[src/lwpt_pkg.sv]
// ============================================================================
// lwpt_pkg - shared constants and types for the lottery pick tree
// Sizes of the tree, payload widths, opcodes and the divider status bundle.
// ============================================================================
`default_nettype none

package lwpt_pkg;

    // Tree geometry: a perfect binary tree, root at node 1, leaves at
    // nodes NUM_ENTRIES .. 2*NUM_ENTRIES-1 (entry count is a power of two)
    localparam int NUM_ENTRIES = 1024;
    localparam int IDX_W       = $clog2(NUM_ENTRIES);
    localparam int NODE_W      = IDX_W + 1;
    localparam int NODE_DEPTH  = 2 * NUM_ENTRIES;
    localparam int LEVEL_W     = $clog2(IDX_W + 1);

    // Payload widths; SUM_W holds NUM_ENTRIES * (2**TICKET_W - 1) exactly
    localparam int TICKET_W    = 16;
    localparam int SUM_W       = 26;
    localparam int RAND_W      = 31;

    // Step counter width of the modulo unit
    localparam int DIV_CNT_W   = $clog2(RAND_W + 1);

    // Opcodes
    localparam logic OP_SET  = 1'b0;
    localparam logic OP_DRAW = 1'b1;

    // Status of the modulo unit
    typedef struct packed {
        logic busy;
        logic done;
    } lwpt_div_status_t;

endpackage

`default_nettype wire

[src/lwpt_mod_div.sv]
// ============================================================================
// lwpt_mod_div - restoring modulo unit
// Reduces the random value modulo the ticket total, one dividend bit a cycle.
// ============================================================================
`default_nettype none

module lwpt_mod_div (
    input  wire logic                          clk,
    input  wire logic                          rst_n,
    input  wire logic                          start,
    input  wire logic [lwpt_pkg::RAND_W-1:0]   dividend,
    input  wire logic [lwpt_pkg::SUM_W-1:0]    divisor,
    output lwpt_pkg::lwpt_div_status_t         status,
    output logic [lwpt_pkg::SUM_W-1:0]         remainder
);
    import lwpt_pkg::*;

    logic                  active_reg, active_next;
    logic                  done_reg, done_next;
    logic [DIV_CNT_W-1:0]  cnt_reg, cnt_next;
    logic [RAND_W-1:0]     dvd_reg, dvd_next;
    logic [SUM_W-1:0]      dsr_reg, dsr_next;
    logic [SUM_W-1:0]      rem_reg, rem_next;

    logic [SUM_W:0]        trial;
    logic [SUM_W:0]        diff;
    logic [SUM_W-1:0]      rem_step;

    // One restoring step: shift in the next dividend bit, subtract if it fits
    assign trial    = {rem_reg, dvd_reg[RAND_W-1]};
    assign diff     = trial - {1'b0, dsr_reg};
    assign rem_step = (trial >= {1'b0, dsr_reg}) ? diff[SUM_W-1:0] : trial[SUM_W-1:0];

    // Next-state logic
    always_comb
    begin
        active_next = active_reg;
        done_next   = 1'b0;
        cnt_next    = cnt_reg;
        dvd_next    = dvd_reg;
        dsr_next    = dsr_reg;
        rem_next    = rem_reg;
        if (start)
        begin
            active_next = 1'b1;
            cnt_next    = DIV_CNT_W'(RAND_W);
            dvd_next    = dividend;
            dsr_next    = divisor;
            rem_next    = '0;
        end
        else if (active_reg)
        begin
            rem_next = rem_step;
            dvd_next = {dvd_reg[RAND_W-2:0], 1'b0};
            cnt_next = cnt_reg - 1'b1;
            if (cnt_reg == DIV_CNT_W'(1))
            begin
                active_next = 1'b0;
                done_next   = 1'b1;
            end
        end
    end

    // Control registers
    always_ff @(posedge clk or negedge rst_n)
    begin
        if (!rst_n)
        begin
            active_reg <= 1'b0;
            done_reg   <= 1'b0;
            cnt_reg    <= '0;
        end
        else
        begin
            active_reg <= active_next;
            done_reg   <= done_next;
            cnt_reg    <= cnt_next;
        end
    end

    // Datapath registers
    always_ff @(posedge clk)
    begin
        dvd_reg <= dvd_next;
        dsr_reg <= dsr_next;
        rem_reg <= rem_next;
    end

    assign status.busy = active_reg;
    assign status.done = done_reg;
    assign remainder   = rem_reg;

endmodule

`default_nettype wire

[config.mk]
export PLATFORM = sky130hd
export DESIGN_NAME = lwpt_mod_div
export DESIGN_NICKNAME = d
export VERILOG_FILES = /design/src/lwpt_pkg.sv /design/src/lwpt_mod_div.sv
export SDC_FILE = /design/constraint.sdc
export NUM_CORES = 1
export LEC_CHECK = 0
export BUFFER_PORTS_ARGS = -buffer_cell sky130_fd_sc_hd__buf_2
export CAP_MARGIN = 20
export CORE_ASPECT_RATIO = 2
export CORE_UTILIZATION = 55
export CTS_CLUSTER_DIAMETER = 40
export DETAILED_ROUTE_END_ITERATION = 10
export PLACE_DENSITY_LB_ADDON = 0.12
export REMOVE_ABC_BUFFERS = 1
export SYNTH_ARGS = -nofsm -noshare
export SYNTH_HDL_FRONTEND = slang
export SYNTH_SLANG_ARGS = --single-unit
[constraint.sdc]
create_clock -name clk -period 7.3 [get_ports clk]
set_input_delay 0.73 -clock clk [delete_from_list [all_inputs] [get_ports clk]]
set_output_delay 0.73 -clock clk [all_outputs]
set_load 0.05 [all_outputs]
# Yosys cells after proc, flatten, opt, wreduce, memory -nomap -nowiden
# Cells that the tools add are included.
# word_totals
input_bits	60
register_bits	90
output_inout_bits	28
# op_classes
n_eq_ne	1
order_cmp	1
n_addsub	2
n_mux	11
n_reduce_logical	1
# ops
op	n
2-to-1 mux 31 bit	2
>= comparator 27 x 26 -> 1 bit	1
2-to-1 mux 26 bit	1
subtractor 26 bit	1
2-to-1 mux 5 bit	2
2-to-1 mux 1 bit	6
== test 5 x 1 -> 1 bit (second input constant)	1
subtractor 5 x 1 -> 5 bit (second input constant)	1
nonzero test 2 bit	1

# Longest topological paths before layout
# depth
ltp_word	4
depth_mapped	13
mapped_depth_nobuf	11

# Worst setup path before layout
# Ideal clock, no wire load.
# synth_path
kind	register to register
startpoint	register rem_reg[17] (netlist: remainder[17])
endpoint	register rem_reg[25] (netlist: remainder[25])
path_slack_ps	4402
arrival_time_ps	2779
synth_period_minus_slack_ps	2898
setup_time_ps	119
path_stages_with_launch	10
path_buffers	0
path_cell_list	dfxtp_1 ha_1 a21o_1 a21o_1 a21o_1 a211o_1 a41o_1 or3_1 and3_1 o221a_2
# synth_between
elab_chain_len	2
# synth_lines
item	line_no	text
start: declaration	lwpt_mod_div.sv:23	logic [SUM_W-1:0] rem_reg, rem_next;
start signal: assignment	lwpt_mod_div.sv:86	rem_reg <= rem_next;
subtractor 26 bit or >= comparator 27 x 26 -> 1 bit (tied branches)	lwpt_mod_div.sv:31, lwpt_mod_div.sv:32	
2-to-1 mux 26 bit *	lwpt_mod_div.sv:32	assign rem_step = (trial >= {1'b0, dsr_reg}) ? diff[SUM_W-1:0] : trial[SUM_W-1:0];
# Mark *: on every way between the ends. The rest lies on a longest branch, timed or not.
# A chain may end at the register's enable or synchronous reset.

# Worst setup path in the final report
# layout_path
startpoint	register rem_reg[23] (netlist: remainder[23])
endpoint	register rem_reg[3] (netlist: remainder[3])
# layout_between
elab_chain_len	2
# layout_lines
item	line_no
>= comparator 27 x 26 -> 1 bit	lwpt_mod_div.sv:32
2-to-1 mux 26 bit	lwpt_mod_div.sv:32
# Every way passes these cells.

==> insert_results.sql <==
INSERT INTO impl_metrics (metric_group, metric, value, unit) VALUES
('run_status', 'run_status', 'completed', ''),
('detailed_routing', 'num_vias', '4018', ''),
('cells_and_area', 'largest_register_ff_count', '31', ''),
('power', 'power.density', '202.1', 'nW/um2'),
('place', 'finalWeightedCongestion', '0.8810', ''),
('synthesis', 'ys_seq_area_share', '46.76', '%'),
('critical_path', 'crit_path_max_fanout', '15', ''),
('timing', 'finalSetupViolations', '0', ''),
('timing', 'min_period_over_period', '43.15', '%'),
('global_route', 'grt_antenna_before_repair', '0', ''),
('place', 'place_hpwl', '8366', 'um'),
('detailed_routing', 'routed.top_layer', 'met4', ''),
('synthesis', 'post_synth_inst_count', '499', ''),
('floorplanning', 'placement_rows', '49', ''),
('job', 'max-cap-violations', '0', ''),
('synthesis', 'ys_top_cells_by_count', 'edfxtp_1 (57), nand2_1 (45), inv_1 (43)', ''),
('critical_path', 'critical_path_type', 'register to register', ''),
('detailed_routing', 'ant_nets', '0', ''),
('clock_tree', 'post-cts-setup-buffer-count', '0', ''),
('timing', 'timing_worst_slew_pin_value', '0.6710', 'ns'),
('timing', 'fin_worst_skew', '0.007224', 'ns'),
('critical_path', 'timing.critical_path.max_delay_family', 'simple AND/OR/NAND/NOR gates', ''),
('cells_and_area', 'areaGrowthSynthToFinish', '15.67', '%'),
('detailed_routing', 'detail_route.vias_per_cell', '5.857', ''),
('synthesis', 'synth_async_sr_flop_share', '7.778', '%'),
('clock_tree', 'clock_tree.buffer_depth', '2', ''),
('synthesis', 'synth-edff-count', '57', ''),
('clock_tree', 'cts_tree', 'done', ''),
('clock_tree', 'postCtsResizedCells', '0', ''),
('timing', 'report.final.slew_viol_count', '0', ''),
('synthesis', 'synth_cell_types', '66', ''),
('clock_tree', 'cts_hold_buf', '0', ''),
('detailed_routing', 'drt-initial-drc-count', '189', ''),
('synthesis', 'synthMostInstantiatedCell', 'edfxtp_1', ''),
('detailed_routing', 'wl', '11270', 'um'),
('global_route', 'grt_pass1_wl', '18660', 'um'),
('place', 'port_buffers', '87', ''),
('global_route', 'number_of_global_route_vias_before_repair', '4069', ''),
('detailed_routing', 'drt_pass1_iterations', '4', ''),
('global_route', 'globalRouteOverflowTotal', '0', ''),
('synthesis', 'yosys.area.top_type', 'edfxtp_1', ''),
('clock_tree', 'clock-sinks', '90', ''),
('timing', 'timing.fmax', '317.5', 'MHz'),
('timing', 'finalCriticalPeriod', '3.150', 'ns'),
('synthesis', 'yosys_warnings', '0', ''),
('timing', 'timing.max_slew.rel_slack', '55.27', '%'),
('clock_tree', 'worst_skew_pair.late_latency', '0.34', 'ns'),
('cells_and_area', 'layout-drive-gt1-share', '25.51', '%'),
('clock_tree', 'clock_tree.htree_level_count', '3', ''),
('global_route', 'all_layer_global_routing_usage', '24.16', '%'),
('cells_and_area', 'antennaDiodeCount', '0', ''),
('timing', 'fin_worst_hold_slack', '0.2090', 'ns'),
('timing', 'hold_violations', '0', ''),
('critical_path', 'startpoint_type', 'register', ''),
('floorplanning', 'chipHeight', '138.8', 'um'),
('cells_and_area', 'number_of_nets_in_the_layout', '668', ''),
('floorplanning', 'placeableCoreArea', '9012', 'um2'),
('floorplanning', 'floorplan.die_area', '9776', 'um2'),
('timing', 'totalNegativeSetupSlack', '0', 'ns'),
('power', 'irDropWorstVdd', '168.0', 'uV'),
('floorplanning', 'design.portCount', '88', ''),
('global_route', 'grt_max_degree', '52', ''),
('synthesis', 'synth_area_per_cell', '10.32', 'um2'),
('critical_path', 'timing.critical_path.slowest_cell_delay', '0.53', 'ns'),
('power', 'power_leakage', '2.659', 'nW'),
('synthesis', 'ys_ff_latch', '90', ''),
('critical_path', 'timing.critical_path.cells', 'ha_1, nand4b_1, nor4_1, a31oi_2, nand3_1, o21ai_1, or2_1, o31a_1, a211oi_2', ''),
('min_path', 'hp-class', 'primary input to asynchronous set/reset pin', ''),
('critical_path', 'critPathBufInv', '0', ''),
('critical_path', 'worst_ep_required_time', '7.56', 'ns'),
('critical_path', 'critical_path_end_type', 'register', '');
==> metrics by stage <==
| step | area, um2 | utilization, % | power (mW) |
|---|---|---|---|
| final | 5956 | 66.08 | 1.204 |
| after global routing | 5956 | 66.08 | 1.249 |
| after CTS | 5941 | 65.92 | 1.217 |
| after detailed placement | 5630 | 62.47 | 0.7309 |
| after global placement | 5630 | 62.47 | 0.7267 |
| after floorplan | 5037 | - | 0.6827 |
==> where the power goes <==
group          internal (mW)  switching [mW]  leakage, nW  total [mW]
clock network          0.298           0.186        0.152       0.484
logic                 0.0609          0.0720         1.64       0.133
registers              0.576          0.0107        0.865       0.587
==> metal layers <==
| layer | GRT usage [%] | vias to the layer above |
|---|---|---|
| li1 | - | 1984 |
| met1 | 24.77 | 1878 |
| met2 | 45.16 | 123 |
| met3 | 4.215 | 33 |
| met4 | 12.42 | 0 |
| met5 | 0 | - |
==> layout by cell type, fill, tap and decap left out, types with 4 or more instances in the layout <==
cell type / count
dfrtp_1: 7
mux2_2: 30
or3_1: 5
mux2i_1: 9
xor2_1: 7
o21a_1: 5
a211o_1: 5
dfxtp_1: 26
clkbuf_16: 9
nor2_1: 36
a311oi_1: 7
a21oi_1: 19
buf_4: 4
a211oi_1: 9
ha_1: 28
buf_2: 87
o21ai_0: 22
o211ai_1: 4
a21o_1: 9
nor3_1: 16
inv_1: 43
nand2_1: 45
edfxtp_1: 57
nand4_1: 4
a31oi_1: 4
nand3_1: 9
xnor2_1: 14
==> logic make-up (layout without fill, tap and decap cells) <==
group | Yosys count | in the layout | synth area share, %
XOR/XNOR | 21 | 21 | 3.572
buffers and inverters | 66 | 151 | 5.298
multiplexers | 39 | 39 | 8.311
AND/OR/NAND/NOR | 140 | 140 | 12.78
flip-flops | 90 | 90 | 46.76
adder cells (fa/ha/maj) | 29 | 29 | 7.193
AO/OA/AOI/OAI | 114 | 114 | 16.09
==> worst paths after layout <==
kind / slack (ns) / to / start / cells past startpoint
worst max-delay path: 4.15 / remainder[3] / remainder[23] / 9
worst min-delay path: 0.21 / cnt_reg[0] / rst_n / 1
worst max register to register: 4.15 / remainder[3] / remainder[23] / 9
worst min register to register: 0.52 / remainder[11] / remainder[10] / 2
max in group asynchronous: 6.94 / done_reg / rst_n / 1
min in group clk: 0.52 / remainder[11] / remainder[10] / 2
==> layout make-up <==
class | instances | area [um2] | area share (%)
multi-input combinational | 343 | 2469 | 41.45
sequential | 90 | 2407 | 40.42
timing repair buffer | 92 | 480.5 | 8.067
clock buffer | 10 | 229.0 | 3.845
inverter | 43 | 161.4 | 2.710
tap | 102 | 127.6 | 2.143
clock inverter | 6 | 81.33 | 1.366
==> worst register-to-register path, cell delays in order (launching register included) <==
cell	delay, ns
dfxtp_1	0.35
ha_1	0.43
nand4b_1	0.22
nor4_1	0.46
a31oi_2	0.22
nand3_1	0.12
o21ai_1	0.16
or2_1	0.53
o31a_1	0.40
a211oi_2	0.20
Note: power is estimated with default switching activity, not from simulation.
